===== src/tft_pkg.sv =====
package tft_pkg;

  typedef struct packed {
    logic [7:0]  status_byte;
    logic [15:0] primary_temp;
    logic [15:0] exhaust_temp;
    logic [30:0] vin_q16;
    logic [15:0] iin_milliamps;
    logic [15:0] pin_tenths;
    logic [15:0] line_frequency;
    logic [15:0] vbus_adc;
  } in_item_t;

  typedef struct packed {
    logic [7:0] tx_byte;
    logic       frame_end;
  } out_item_t;

  typedef enum logic [1:0] {
    S_IDLE,
    S_CALC,
    S_SEND
  } frame_state_t;

  typedef enum logic [2:0] {
    C_IDLE,
    C_MUL,
    C_NORM
  } calc_state_t;

  typedef struct packed {
    logic       start;
    logic [3:0] cmd;
  } calc_req_t;

  typedef struct packed {
    logic        done;
    logic [15:0] data;
  } calc_rsp_t;

  localparam logic [3:0] CMD_PTEMP = 4'd1;
  localparam logic [3:0] CMD_FW_LO = 4'd2;
  localparam logic [3:0] CMD_VIN   = 4'd3;
  localparam logic [3:0] CMD_VBUS  = 4'd4;
  localparam logic [3:0] CMD_FW_HI = 4'd5;
  localparam logic [3:0] CMD_ETEMP = 4'd6;
  localparam logic [3:0] CMD_ZERO  = 4'd7;
  localparam logic [3:0] CMD_IIN   = 4'd8;
  localparam logic [3:0] CMD_PIN   = 4'd9;
  localparam logic [3:0] CMD_FREQ  = 4'd10;
  localparam logic [3:0] CMD_FIRST = CMD_PTEMP;
  localparam logic [3:0] CMD_LAST  = CMD_FREQ;

  localparam logic [1:0] CFG_HEADER  = 2'd0;
  localparam logic [1:0] CFG_FW_REV  = 2'd1;
  localparam logic [1:0] CFG_VBUS_FS = 2'd2;

  localparam logic [7:0]  HEADER_RST  = 8'hAA;
  localparam logic [31:0] FW_REV_RST  = 32'd0;
  localparam logic [15:0] VBUS_FS_RST = 16'd512;

  localparam logic [9:0]  DIV_MILLI   = 10'd1000;
  localparam logic [9:0]  DIV_TEN     = 10'd10;
  localparam logic [31:0] RECIP_TEN   = 32'hCCCC_CCCD;
  localparam logic [31:0] RECIP_MILLI = 32'h1062_4DD3;
  localparam logic [31:0] MANT_MAX    = 32'd1023;
  localparam logic signed [4:0] EXP_START = -5'sd16;
  localparam logic signed [4:0] EXP_MAX   = 5'sd15;

  localparam logic [2:0] IDX_HEADER = 3'd0;
  localparam logic [2:0] IDX_STATUS = 3'd1;
  localparam logic [2:0] IDX_CMD    = 3'd2;
  localparam logic [2:0] IDX_LO     = 3'd3;
  localparam logic [2:0] IDX_HI     = 3'd4;
  localparam logic [2:0] IDX_CSUM   = 3'd5;

endpackage


===== src/tft_calc.sv =====
module tft_calc
  import tft_pkg::*;
(
  input  logic        clk,
  input  logic        rst_n,
  input  calc_req_t   req,
  input  in_item_t    item,
  input  logic [31:0] rev_word,
  input  logic [15:0] vbus_full_scale,
  output calc_rsp_t   rsp
);

  calc_state_t       st_r, st_nxt;
  logic [31:0]       acc_r, acc_nxt;
  logic [15:0]       op_a_r, op_a_nxt;
  logic [31:0]       op_b_r, op_b_nxt;
  logic [3:0]        cmd_r, cmd_nxt;
  logic signed [4:0] exp_r, exp_nxt;
  logic [15:0]       data_r, data_nxt;
  logic              done_r, done_nxt;

  logic [47:0] prod;
  logic [32:0] rounded;

  always_ff @(posedge clk) begin
    if (!rst_n) begin
      st_r   <= C_IDLE;
      done_r <= 1'b0;
    end else begin
      st_r   <= st_nxt;
      done_r <= done_nxt;
    end
    acc_r  <= acc_nxt;
    op_a_r <= op_a_nxt;
    op_b_r <= op_b_nxt;
    cmd_r  <= cmd_nxt;
    exp_r  <= exp_nxt;
    data_r <= data_nxt;
  end

  always_comb begin
    prod    = {32'h0, op_a_r} * {16'h0, op_b_r};
    rounded = {1'b0, acc_r} + 33'd1;
  end

  always_comb begin
    st_nxt   = st_r;
    acc_nxt  = acc_r;
    op_a_nxt = op_a_r;
    op_b_nxt = op_b_r;
    cmd_nxt  = cmd_r;
    exp_nxt  = exp_r;
    data_nxt = data_r;
    done_nxt = 1'b0;
    case (st_r)
      C_IDLE: begin
        if (req.start) begin
          exp_nxt = EXP_START;
          cmd_nxt = req.cmd;
          case (req.cmd)
            CMD_PTEMP: begin
              data_nxt = item.primary_temp;
              done_nxt = 1'b1;
            end
            CMD_FW_LO: begin
              data_nxt = rev_word[15:0];
              done_nxt = 1'b1;
            end
            CMD_VIN: begin
              acc_nxt = {1'b0, item.vin_q16};
              st_nxt  = C_NORM;
            end
            CMD_VBUS: begin
              op_a_nxt = item.vbus_adc;
              op_b_nxt = {16'h0, vbus_full_scale};
              st_nxt   = C_MUL;
            end
            CMD_FW_HI: begin
              data_nxt = rev_word[31:16];
              done_nxt = 1'b1;
            end
            CMD_ETEMP: begin
              data_nxt = item.exhaust_temp;
              done_nxt = 1'b1;
            end
            CMD_IIN: begin
              op_a_nxt = item.iin_milliamps;
              op_b_nxt = RECIP_MILLI;
              st_nxt   = C_MUL;
            end
            CMD_PIN: begin
              op_a_nxt = item.pin_tenths;
              op_b_nxt = RECIP_TEN;
              st_nxt   = C_MUL;
            end
            CMD_FREQ: begin
              op_a_nxt = item.line_frequency;
              op_b_nxt = RECIP_TEN;
              st_nxt   = C_MUL;
            end
            default: begin
              data_nxt = 16'h0;
              done_nxt = 1'b1;
            end
          endcase
        end
      end
      C_MUL: begin
        case (cmd_r)
          CMD_IIN: begin
            acc_nxt = {9'h0, prod[44:22]};
            st_nxt  = C_NORM;
          end
          CMD_PIN: begin
            acc_nxt = {3'h0, prod[47:19]};
            st_nxt  = C_NORM;
          end
          CMD_FREQ: begin
            data_nxt = {3'h0, prod[47:35]};
            done_nxt = 1'b1;
            st_nxt   = C_IDLE;
          end
          CMD_VBUS: begin
            data_nxt = prod[27:12];
            done_nxt = 1'b1;
            st_nxt   = C_IDLE;
          end
          default: begin
            data_nxt = 16'h0;
            done_nxt = 1'b1;
            st_nxt   = C_IDLE;
          end
        endcase
      end
      C_NORM: begin
        if (acc_r > MANT_MAX && exp_r < EXP_MAX) begin
          acc_nxt = rounded[32:1];
          exp_nxt = exp_r + 5'sd1;
        end else begin
          data_nxt = {exp_r, acc_r[10:0]};
          done_nxt = 1'b1;
          st_nxt   = C_IDLE;
        end
      end
      default: st_nxt = C_IDLE;
    endcase
  end

  assign rsp = '{done: done_r, data: data_r};

  a_done_follows_work: assert property (@(posedge clk) disable iff (!rst_n)
    done_r |-> ($past(st_r) != C_IDLE || $past(req.start)))
    else $error("result without work");

  a_norm_exp_range: assert property (@(posedge clk) disable iff (!rst_n)
    (st_r == C_NORM && $past(st_r) == C_NORM) |-> exp_r != EXP_START)
    else $error("exponent did not advance");

  a_start_only_idle: assert property (@(posedge clk) disable iff (!rst_n)
    (req.start && st_r != C_IDLE) |-> 1'b0)
    else $error("start while busy");

endmodule


===== src/telemetry_frame_transmitter_top.sv =====
// On the path from accept to first byte, raw payloads go straight to the frame, bus
// voltage and frequency use the one shared multiply, current and power then add one
// Linear11 halving per cycle, and vin uses the halvings alone. Six bytes then leave
// one per cycle while the output is not stalled. A new request is taken once the
// checksum byte sits in the output register.
// Synchronous active-low reset: registers to defaults, counter to 1, no output.
module telemetry_frame_transmitter_top
  import tft_pkg::*;
(
  input  logic        clk,
  input  logic        rst_n,
  input  logic        in_valid,
  output logic        in_stall,
  input  in_item_t    in_data,
  output logic        out_valid,
  input  logic        out_stall,
  output out_item_t   out_data,
  input  logic        cfg_valid,
  output logic        cfg_ready,
  input  logic [1:0]  cfg_index,
  input  logic [31:0] cfg_data
);

  frame_state_t state_r, state_nxt;
  logic [3:0]   cnt_r, cnt_nxt;
  logic [3:0]   cmd_r, cmd_nxt;
  logic [7:0]   status_r, status_nxt;
  logic [15:0]  data_r, data_nxt;
  logic [2:0]   idx_r, idx_nxt;
  logic         out_valid_r, out_valid_nxt;
  out_item_t    out_r, out_nxt;
  logic [7:0]   header_r;
  logic [31:0]  fw_rev_r;
  logic [15:0]  vbus_fs_r;

  logic      in_xfer;
  logic      load;
  logic [7:0] sum5;
  logic [7:0] byte_sel;
  calc_req_t req;
  calc_rsp_t rsp;

  tft_calc u_calc (
    .clk             (clk),
    .rst_n           (rst_n),
    .req             (req),
    .item            (in_data),
    .rev_word        (fw_rev_r),
    .vbus_full_scale (vbus_fs_r),
    .rsp             (rsp)
  );

  assign cfg_ready = 1'b1;
  assign in_stall  = (state_r != S_IDLE);
  assign in_xfer   = in_valid && !in_stall;
  assign req       = '{start: in_xfer, cmd: cnt_r};
  assign load      = (state_r == S_SEND) && (!out_valid_r || !out_stall);

  always_ff @(posedge clk) begin
    if (!rst_n) begin
      header_r  <= HEADER_RST;
      fw_rev_r  <= FW_REV_RST;
      vbus_fs_r <= VBUS_FS_RST;
    end else if (cfg_valid && cfg_ready) begin
      case (cfg_index)
        CFG_HEADER:  header_r  <= cfg_data[7:0];
        CFG_FW_REV:  fw_rev_r  <= cfg_data;
        CFG_VBUS_FS: vbus_fs_r <= cfg_data[15:0];
        default: ;
      endcase
    end
  end

  always_ff @(posedge clk) begin
    if (!rst_n) begin
      state_r     <= S_IDLE;
      cnt_r       <= CMD_FIRST;
      idx_r       <= IDX_HEADER;
      out_valid_r <= 1'b0;
    end else begin
      state_r     <= state_nxt;
      cnt_r       <= cnt_nxt;
      idx_r       <= idx_nxt;
      out_valid_r <= out_valid_nxt;
    end
    cmd_r    <= cmd_nxt;
    status_r <= status_nxt;
    data_r   <= data_nxt;
    out_r    <= out_nxt;
  end

  always_comb begin
    sum5 = header_r + status_r + {4'h0, cmd_r} + data_r[7:0] + data_r[15:8];
    case (idx_r)
      IDX_HEADER: byte_sel = header_r;
      IDX_STATUS: byte_sel = status_r;
      IDX_CMD:    byte_sel = {4'h0, cmd_r};
      IDX_LO:     byte_sel = data_r[7:0];
      IDX_HI:     byte_sel = data_r[15:8];
      IDX_CSUM:   byte_sel = 8'h00 - sum5;
      default:    byte_sel = 8'h00;
    endcase
  end

  always_comb begin
    state_nxt     = state_r;
    cnt_nxt       = cnt_r;
    cmd_nxt       = cmd_r;
    status_nxt    = status_r;
    data_nxt      = data_r;
    idx_nxt       = idx_r;
    out_nxt       = out_r;
    out_valid_nxt = out_valid_r && out_stall;
    case (state_r)
      S_IDLE: begin
        if (in_xfer) begin
          cmd_nxt    = cnt_r;
          status_nxt = in_data.status_byte;
          cnt_nxt    = (cnt_r >= CMD_FIRST && cnt_r < CMD_LAST) ? cnt_r + 4'd1 : CMD_FIRST;
          state_nxt  = S_CALC;
        end
      end
      S_CALC: begin
        if (rsp.done) begin
          data_nxt  = rsp.data;
          idx_nxt   = IDX_HEADER;
          state_nxt = S_SEND;
        end
      end
      S_SEND: begin
        if (load) begin
          out_nxt.tx_byte   = byte_sel;
          out_nxt.frame_end = (idx_r == IDX_CSUM);
          out_valid_nxt     = 1'b1;
          idx_nxt           = idx_r + 3'd1;
          if (idx_r == IDX_CSUM) begin
            state_nxt = S_IDLE;
          end
        end
      end
      default: state_nxt = S_IDLE;
    endcase
  end

  assign out_valid = out_valid_r;
  assign out_data  = out_r;

  a_cnt_range: assert property (@(posedge clk) disable iff (!rst_n)
    cnt_r >= CMD_FIRST && cnt_r <= CMD_LAST)
    else $error("command counter out of range");

  a_done_in_calc: assert property (@(posedge clk) disable iff (!rst_n)
    rsp.done |-> state_r == S_CALC)
    else $error("calc result outside calc phase");

  a_frame_closes: assert property (@(posedge clk) disable iff (!rst_n)
    (load && idx_r == IDX_CSUM) |=> (state_r == S_IDLE && out_valid_r && out_r.frame_end))
    else $error("frame did not close on checksum");

  a_end_only_last: assert property (@(posedge clk) disable iff (!rst_n)
    (load && idx_r != IDX_CSUM) |=> !out_r.frame_end)
    else $error("frame end on inner byte");

endmodule


===== config.mk =====
export PLATFORM = sky130hd
export DESIGN_NAME = telemetry_frame_transmitter_top
export DESIGN_NICKNAME = d
export VERILOG_FILES = /design/src/tft_pkg.sv /design/src/tft_calc.sv /design/src/telemetry_frame_transmitter_top.sv
export SDC_FILE = /design/constraint.sdc
export NUM_CORES = 1
export LEC_CHECK = 0
export BUFFER_PORTS_ARGS = -buffer_cell sky130_fd_sc_hd__buf_2
export CAP_MARGIN = 30
export CORE_UTILIZATION = 60
export DETAILED_ROUTE_END_ITERATION = 7
export PLACE_DENSITY_LB_ADDON = 0.3
export SLEW_MARGIN = 20
export SYNTH_ARGS = -nofsm -noshare
export SYNTH_HDL_FRONTEND = slang
export SYNTH_HIERARCHICAL = 1
export SYNTH_SLANG_ARGS = --single-unit

===== constraint.sdc =====
create_clock -name clk -period 15.3 [get_ports clk]
set_input_delay 2.295 -clock clk [delete_from_list [all_inputs] [get_ports clk]]
set_output_delay 2.295 -clock clk [all_outputs]
set_load 0.1 [all_outputs]

==> results of run 1 <==
## cells in the mapped netlist (all sizes together) (7+ instances only)
library cell / n
inv: 547
o211ai: 12
nor2b: 10
and3: 12
and2: 180
edfxtp: 129
nor4: 8
nand3: 30
a222oi: 25
nand2b: 33
a21oi: 151
xor2: 31
a21o: 26
nand2: 350
o21ai: 52
a211oi: 10
a221oi: 13
nor2: 102
buf: 20
a31oi: 17
nand4: 14
o31ai: 20
clkbuf: 101
xnor2: 52
a22oi: 15
dfxtp: 69
o21a: 7
o22ai: 19
mux2: 20
fa: 353
ha: 209
nor3: 8
## worst reg2reg max path, delay by kind of cell, from the launching register on
kind / cells / cell delay, ns
adder cells (fa/ha/maj): 7 / 3.63
AO/OA/AOI/OAI: 8 / 1.97
flip-flops: 1 / 0.82
XOR/XNOR: 1 / 0.47
multiplexers: 1 / 0.31
AND/OR/NAND/NOR: 1 / 0.18
buffers and inverters: 3 / 0.18
## flip-flops by register name, indices dropped and copies added, names as in the netlist
register / flops
fw_rev_r: 32
u_calc/acc_r: 32
u_calc/op_b_r: 19
data_r: 16
u_calc/data_r: 16
u_calc/op_a_r: 16
vbus_fs_r: 16
out_data: 9
header_r: 8
status_r: 8
u_calc/exp_r: 5
cmd_r: 4
cnt_r: 4
u_calc/cmd_r: 4
idx_r: 3
state_r: 2
u_calc/st_r: 2
out_valid: 1
u_calc/done_r: 1
## metal layers
layer / global-route usage [%] / vias to the layer above / share of wire [%] / wire [um]
met3: 7.39 / 151 / 9.6 / 6700
met2: 53.8 / 990 / 45 / 31800
met1: 48.3 / 9775 / 41 / 28900
li1: - / 8950 / - / -
met4: 12.4 / 0 / 3.7 / 2570
met5: 0 / - / 0 / 0
## metrics by stage
| step | std cells | utilization (%) | cell area (um^2) | worst slack [ns] |
|---|---|---|---|---|
| 2_1_floorplan | 2729 | - | 25100 | 8.51 |
| 3_3_place_gp | 3339 | 64.1 | 26400 | 7.69 |
| 3_5_place_dp | 3340 | 64.1 | 26400 | 7.57 |
| 4_1_cts | 3372 | 65.5 | 26900 | 7.54 |
| 5_1_grt | 3374 | 65.6 | 27000 | 7.16 |
| 6_report | 3374 | 65.6 | 27000 | 7.50 |
## power by group through the flow
stage | registers [uW] | clock network, uW | logic, uW
floorplan | 683 | 0 | 302
global placement | 697 | 0 | 421
detailed placement | 699 | 0 | 437
CTS | 688 | 460 | 440
global route | 693 | 479 | 489
finish | 690 | 455 | 450
## layout make-up
cell class	instances	share of cell area, %
multi-input combinational	1863	64.4
sequential	198	19.5
inverter	547	7.62
timing repair buffer	202	3.93
tap	532	2.47
clock buffer	18	1.59
clock inverter	14	0.520
## final timing paths
path,startpoint,end,slack [ns],cells after the start
worst max-delay path,u_calc/op_a_r[15],u_calc/acc_r[17],7.50,21
worst min-delay path,u_calc/data_r[1],data_r[1],0.43,0
worst max register to register,u_calc/op_a_r[15],u_calc/acc_r[17],7.50,21
worst min register to register,u_calc/data_r[1],data_r[1],0.43,0
## layout by cell type, fill, tap and decap left out, types with 14 or more instances in the layout
| cell type | n |
|---|---|
| a21o_1 | 26 |
| a21oi_1 | 142 |
| a222oi_1 | 25 |
| a22oi_1 | 15 |
| a31oi_1 | 17 |
| and2_1 | 179 |
| buf_2 | 184 |
| buf_4 | 16 |
| clkbuf_16 | 17 |
| dfxtp_1 | 68 |
| edfxtp_1 | 129 |
| fa_1 | 353 |
| ha_1 | 208 |
| inv_1 | 547 |
| mux2_2 | 20 |
| nand2_1 | 349 |
| nand2b_1 | 33 |
| nand3_1 | 30 |
| nand4_1 | 14 |
| nor2_1 | 100 |
| o21ai_0 | 44 |
| o22ai_1 | 19 |
| o31ai_1 | 18 |
| xnor2_1 | 51 |
| xor2_1 | 31 |
## kinds of logic after synthesis
logic type / synth area share (%)
buf+inv: 10.2
simple gates: 15.0
fa+ha+maj: 38.5
mux: 1.06
flops: 20.9
xor+xnor: 2.92
compound gates: 11.5
other cells: 0.0149
==> results by group, run 1 <==
Synth
  • Cell taking the most area after synthesis: fa_1
  • Syn Area/Cell: slightly above 9 um^2
  • EDFF count, synth: 129
  • Fraction of registers with async set/reset: 0%
  • Mapped Cells: 2,729
  • Syn Nets: about 3,500
  • Sequential area share after synthesis: between 20% and 30%
  • Yosys reg bits: approximately 200
  • Cell Area, Synth: around 25,000 um^2
  • Yosys cell types: 85
  • Synth top area share: 28.1%
  • Most used DFF post-synth: edfxtp_1
  • Synth top area cells: fa_1 28%, edfxtp_1 15%, ha_1 10%
  • Warnings, synthesis: 6

Critical path
  • Max incr delay on CP: 0.82 ns
  • Worst Path Buf+Inv: 3
  • Worst path arrival time: 8.01 ns
  • CP Class: reg -> reg
  • Worst path required time: 15.51 ns
  • Family with the most delay on the worst path: adder cells
  • Worst setup EP type: flop
  • Top cell by count, worst path: fa_1
  • CP startpoint kind: flop
  • Max FO, Critical Path: 19
  • CP max-delay cell: edfxtp_1
  • Crit-path cells: nand2_1, fa_1, fa_1, inv_1, fa_1, fa_1, fa_1, inv_1, fa_1, inv_1, ha_1, a21oi_1, a21oi_1, a211o_1, a221o_1, a21oi_2, o31ai_4, a21oi_2, xor2_1, o221ai_1, mux2_2

Clock network
  • Number of CTS-inserted buffers: 17
  • CTS resizes: 0
  • CTS tree: built
  • Htree depth: 4
  • Skew-Pair Late Insertion Delay: ~0.45 ns
  • Clk sink count: roughly 200
  • Clock Tree Buf Depth: 2
  • Hold buffer count at cts: 0
  • Root buffer cell: clkbuf_16
  • Clock-pin slew on the worst setup and hold paths: about 0.080 ns
  • Number of setup buffers added after CTS: 0

Timing
  • Unrepaired setup endpoints after global routing: no
  • Clock Skew: around 0.009 ns
  • Setup TNS: 0 ns
  • Max-slew headroom: ~36%
  • Worst hold slack: 0.431 ns
  • Max frequency: around 130 MHz
  • Min Tclk post-route: slightly below 8 ns
  • Slew Viols, Final: 0
  • Final Cycle Share: around 51%
  • Final hold vios: 0
  • Worst Max-Slew Pin Slew: between 0.9 and 1 ns
  • Final setup fails: 0

Placement
  • DP Wirelength: about 57 mm
  • Final RePlAce weighted congestion: between 0.9 and 1
  • Port bufs: 184

Detailed routing
  • ANT nets after route: 0
  • DRC viols: 1
  • DR vias/cell: about 5.9
  • Initial drt markers: roughly 2,100
  • Drt pass-1 iters: 8
  • Routed WL: ~70 mm
  • Via Count: between 15,000 and 20,000
  • Avg WL per Cell: 20.7 um

Power and ir drop
  • P_leak: around 0.013 uW
  • P_int: between 1000 and 1500 uW
  • PnR Total Power: 1590 uW
  • Power per cell area: 59.2 nW/um^2
  • Max VDD drop: approximately 190 uV
  • Net switching power: 552 uW
  • Power share of the combinational group: roughly 28%
  • Sw Share: between 30% and 40%
  • Seq pwr share: a little over two fifths
  • Clock Power Share: ~28%

Global routing
  • GRT Total Usage: about a third
  • Grt total ovfl: 0
  • Initial antenna violation count: 0
  • Vias in the first global route: about 21,000
  • First-pass GRT wire length: 112 mm
  • Largest net degree at the start of global routing: 72

Die
  • I/O pins: about 190
  • Die width: around 210 um
  • Core Area: between 40,000 and 50,000 um^2
  • Row count: 74
  • Full die area: between 40,000 and 50,000 um^2
  • Die height: around 210 um
  • Initial Utilization: between 60% and 70%

Finish
  • Layout Nets: 3,565
  • FF/Latch Area: roughly 5300 um^2
  • Synthesis-to-layout area growth: 7.23%
  • Multi-input logic area: 17,300 um^2
  • Ant. Diodes: 0
  • Filler instances: about 3,400
  • Layout cells sized above 1: between 10% and 20%

Worst hold path
  • Worst hold path class: reg -> reg

Flow run
  • Max-Cap Viols: 0

Outcome
  • Status: complete, but fails checks
  • Violated checks: DRC
(Power assumes the default switching activity.)
==> inputs of run 2 (changes only) <==
--- a/config.mk
+++ b/config.mk
@@ -5,6 +5,7 @@
 export SDC_FILE = /design/constraint.sdc
 export NUM_CORES = 1
 export LEC_CHECK = 0
+export ABC_AREA = 1
 export BUFFER_PORTS_ARGS = -buffer_cell sky130_fd_sc_hd__buf_2
 export CAP_MARGIN = 30
 export CORE_UTILIZATION = 60
==> constraint.sdc (replaced) <==
create_clock -name clk -period 7.25 [get_ports clk]
set_input_delay 1.0875 -clock clk [delete_from_list [all_inputs] [get_ports clk]]
set_output_delay 1.0875 -clock clk [all_outputs]
set_load 0.1 [all_outputs]
==> results by group, run 2 <==
Die
  • Row count: 76
  • Die height: 213 um
  • Initial Utilization: about three fifths
  • I/O pins: 186
  • Core Area: around 43,000 um^2
  • Full die area: 45,300 um^2
  • Die width: about 210 um

Critical path
  • CP startpoint kind: flop
  • Max FO, Critical Path: 19
  • CP Class: reg -> reg
  • CP Depth: 24
  • Worst setup path endpoint: u_calc/data_r[11]
  • Worst r2r src: u_calc/op_a_r[5]
  • Max incr delay on CP: a little over 0.9 ns
  • Worst setup EP type: flop
  • Family with the most delay on the worst path: adder cells
  • Worst path arrival time: between 7 and 8 ns
  • Crit-path cells: nand2_1, inv_1, fa_1, inv_1, fa_1, fa_1, inv_1, fa_1, fa_1, inv_1, fa_1, inv_1, ha_1, nand2_1, nor2_1, nand2_1, nor3_1, nand3_1, nand3_1, nand2_1, nand3_1, nand3_1, nand2_1, nand2_1
  • FF-to-FF setup slack: between 0.2 and 0.3 ns
  • Critical path origin: u_calc/op_a_r[5]
  • Worst path required time: around 7.5 ns
  • R2R cell count: 24
  • Worst Path Buf+Inv: 5
  • CP max-delay cell: edfxtp_1
  • R2r endpoint: u_calc/data_r[11]

Timing
  • Setup TNS: 0 ns
  • Unrepaired setup endpoints after global routing: no
  • Final hold vios: 0
  • Final setup fails: 0
  • Final Worst Setup Slack: between 0.2 and 0.3 ns
  • Clock Skew: around 0.02 ns
  • Max frequency: around 140 MHz
  • Worst hold slack: between 0.4 and 0.5 ns
  • Max-slew headroom: 35.5%
  • Slew Viols, Final: 0
  • Worst Max-Slew Pin Slew: roughly 0.97 ns
  • Final Cycle Share: a little over nine tenths
  • Min Tclk post-route: 6.99 ns

Global routing
  • GRT Total Usage: 35.7%
  • Vias in the first global route: between 20,000 and 25,000
  • Largest net degree at the start of global routing: 68
  • First-pass GRT wire length: ~120 mm
  • Grt total ovfl: 0
  • Initial antenna violation count: 3

Detailed routing
  • Met3 WL: 8.31 mm
  • ANT nets after route: 0
  • Initial drt markers: approximately 2,200
  • Drt pass-1 iters: 6
  • Via Count: 23,358
  • DR WL met2: between 30 and 40 mm
  • Wl on met1: 30.2 mm
  • Avg WL per Cell: ~18 um
  • DR vias/cell: around 5.6
  • DR top layer: met5
  • Routed WL: 77.0 mm
  • DRC viols: 0

Clock network
  • Hold buffer count at cts: 0
  • Root buffer cell: clkbuf_16
  • Htree depth: 4
  • Skew-Pair Late Insertion Delay: approximately 0.47 ns
  • CTS tree: built
  • Clock-pin slew on the worst setup and hold paths: roughly 0.090 ns
  • Clk sink count: ~200
  • Number of setup buffers added after CTS: 0
  • Clock Tree Buf Depth: 2
  • Number of CTS-inserted buffers: 17
  • CTS resizes: 0

Flow run
  • Max-Cap Viols: 0

Placement
  • DP Wirelength: ~64 mm
  • Final RePlAce weighted congestion: between 1 and 1.5
  • Port bufs: around 180
  • DP Worst Slack: 0.528 ns

Outcome
  • Status: finished clean

Finish
  • Layout Nets: between 4,000 and 5,000
  • Most common cell after layout, fill and taps aside: inv_1
  • Commonest cells after routing, fill and taps aside: 873 x inv_1, 784 x nand2_1, 353 x fa_1
  • Final core occ: between 60% and 70%
  • Synthesis-to-layout area growth: 7.28%
  • Layout cells sized above 1: under 10%
  • Biggest registers after layout: fw_rev_r x32, u_calc/acc_r x32, u_calc/op_b_r x19

Synth
  • Cell Area, Synth: 26,700 um^2
  • Commonest cells in the netlist: 873 x inv_1, 784 x nand2_1, 353 x fa_1
  • Cell taking the most area after synthesis: fa_1
  • Syn Nets: roughly 4,200
  • Fraction of registers with async set/reset: 0%
  • Warnings, synthesis: 6
  • Most used DFF post-synth: edfxtp_1
  • Complex-gate fraction of the synthesized area: under 10%
  • Sequential area share after synthesis: 19.7%
  • Yosys cell types: 57
  • Post-synthesis adder-cell area fraction: between 30% and 40%
  • EDFF count, synth: between 100 and 150
  • Cell with the most instances after synthesis: inv_1
  • Mux cell area share after synthesis: 0%
  • Mapped Cells: 3,490
  • Syn Area/Cell: ~7.6 um^2
  • Synth top area share: between 20% and 30%
  • Synth top area cells: fa_1 27%, edfxtp_1 15%, inv_1 12%
  • Simple-gate portion of the synthesized area: between 20% and 30%
  • Yosys reg bits: 198
  • Xor and xnor area share after synthesis: less than 1%
  • Largest family of logic cells by synthesized area: adder cells

Worst hold path
  • Worst hold start: u_calc/data_r[8]
  • Worst hold path class: reg -> reg

Power and ir drop
  • Max VDD drop: 191 uV
  • P_leak: between 0.015 and 0.02 uW
  • Power per cell area: about 180 nW/um^2
run 2: cell types whose count changed in the layout (fill, tap and decap cells not counted), moves of 48 or more:
cell	change
and2_1	-179
inv_1	+326
nand2_1	+435
nand3_1	+145
nor2_1	+177
o21ai_0	+70
xnor2_1	-48
run 2: per-layer routing:
layer,vias to the layer above,track usage (%)
met2,1348,56.8
met4,2,17.2
li1,10829,-
met5,-,0
met3,247,8.68
met1,10932,46.0
run 2: worst min path at each step:
stage	cells after the start	to	slack (ns)
after global routing	0	data_r[8]	0.43
after floorplan	0	data_r[0]	0.40
after global placement	0	data_r[15]	0.40
after CTS	0	data_r[8]	0.42
final	0	data_r[8]	0.43
after detailed placement	0	data_r[8]	0.40
run 2: kinds of logic after synthesis:
logic type                 after synthesis
xor gates and xnor gates                11
other                                    1
AOI/OAI and AO/OA                      315
DFF                                    198
and+or+nand+nor                       1404
adders and majority gates              562
buffers and inverters                  999
run 2: where the power goes:
group / internal, uW / leakage (uW) / total, uW / switching [uW]
clock: 455 / 0.000276 / 941 / 486
combinational: 780 / 0.0135 / 2440 / 1660
sequential: 1520 / 0.00177 / 1710 / 194
total: 2760 / 0.0155 / 5100 / 2340
run 2: per-stage QoR:
step | cells | total power, uW | instance area (um^2)
floorplan | 3490 | 3340 | 26700
global placement | 4170 | 4090 | 28000
detailed placement | 4171 | 4110 | 28000
CTS | 4203 | 5050 | 28600
global route | 4203 | 5430 | 28600
finish | 4205 | 5100 | 28600
run 2: final cells by class:
cell class                      count  area, um^2
Fill cell                        3794       14900
Antenna cell                        2        5.00
Inverter                          884        3320
Sequential cell                   198        5260
Timing Repair Buffer              211        1120
Clock inverter                     14         139
Tap cell                          585         732
Multi-Input combinational cell   2293       17600
Clock buffer                       18         429
run 2: worst register-to-register path, stage by stage (launching register included):
cell and delay, ns:
edfxtp_1 0.91, nand2_1 0.27, inv_1 0.26, fa_1 0.45
inv_1 0.09, fa_1 0.44, fa_1 0.51, inv_1 0.05
fa_1 0.49, fa_1 0.50, inv_1 0.06, fa_1 0.53
inv_1 0.05, ha_1 0.34, nand2_1 0.14, nor2_1 0.22
nand2_1 0.20, nor3_1 0.45, nand3_1 0.18, nand3_1 0.11
nand2_1 0.07, nand3_1 0.17, nand3_1 0.10, nand2_1 0.08
nand2_1 0.06
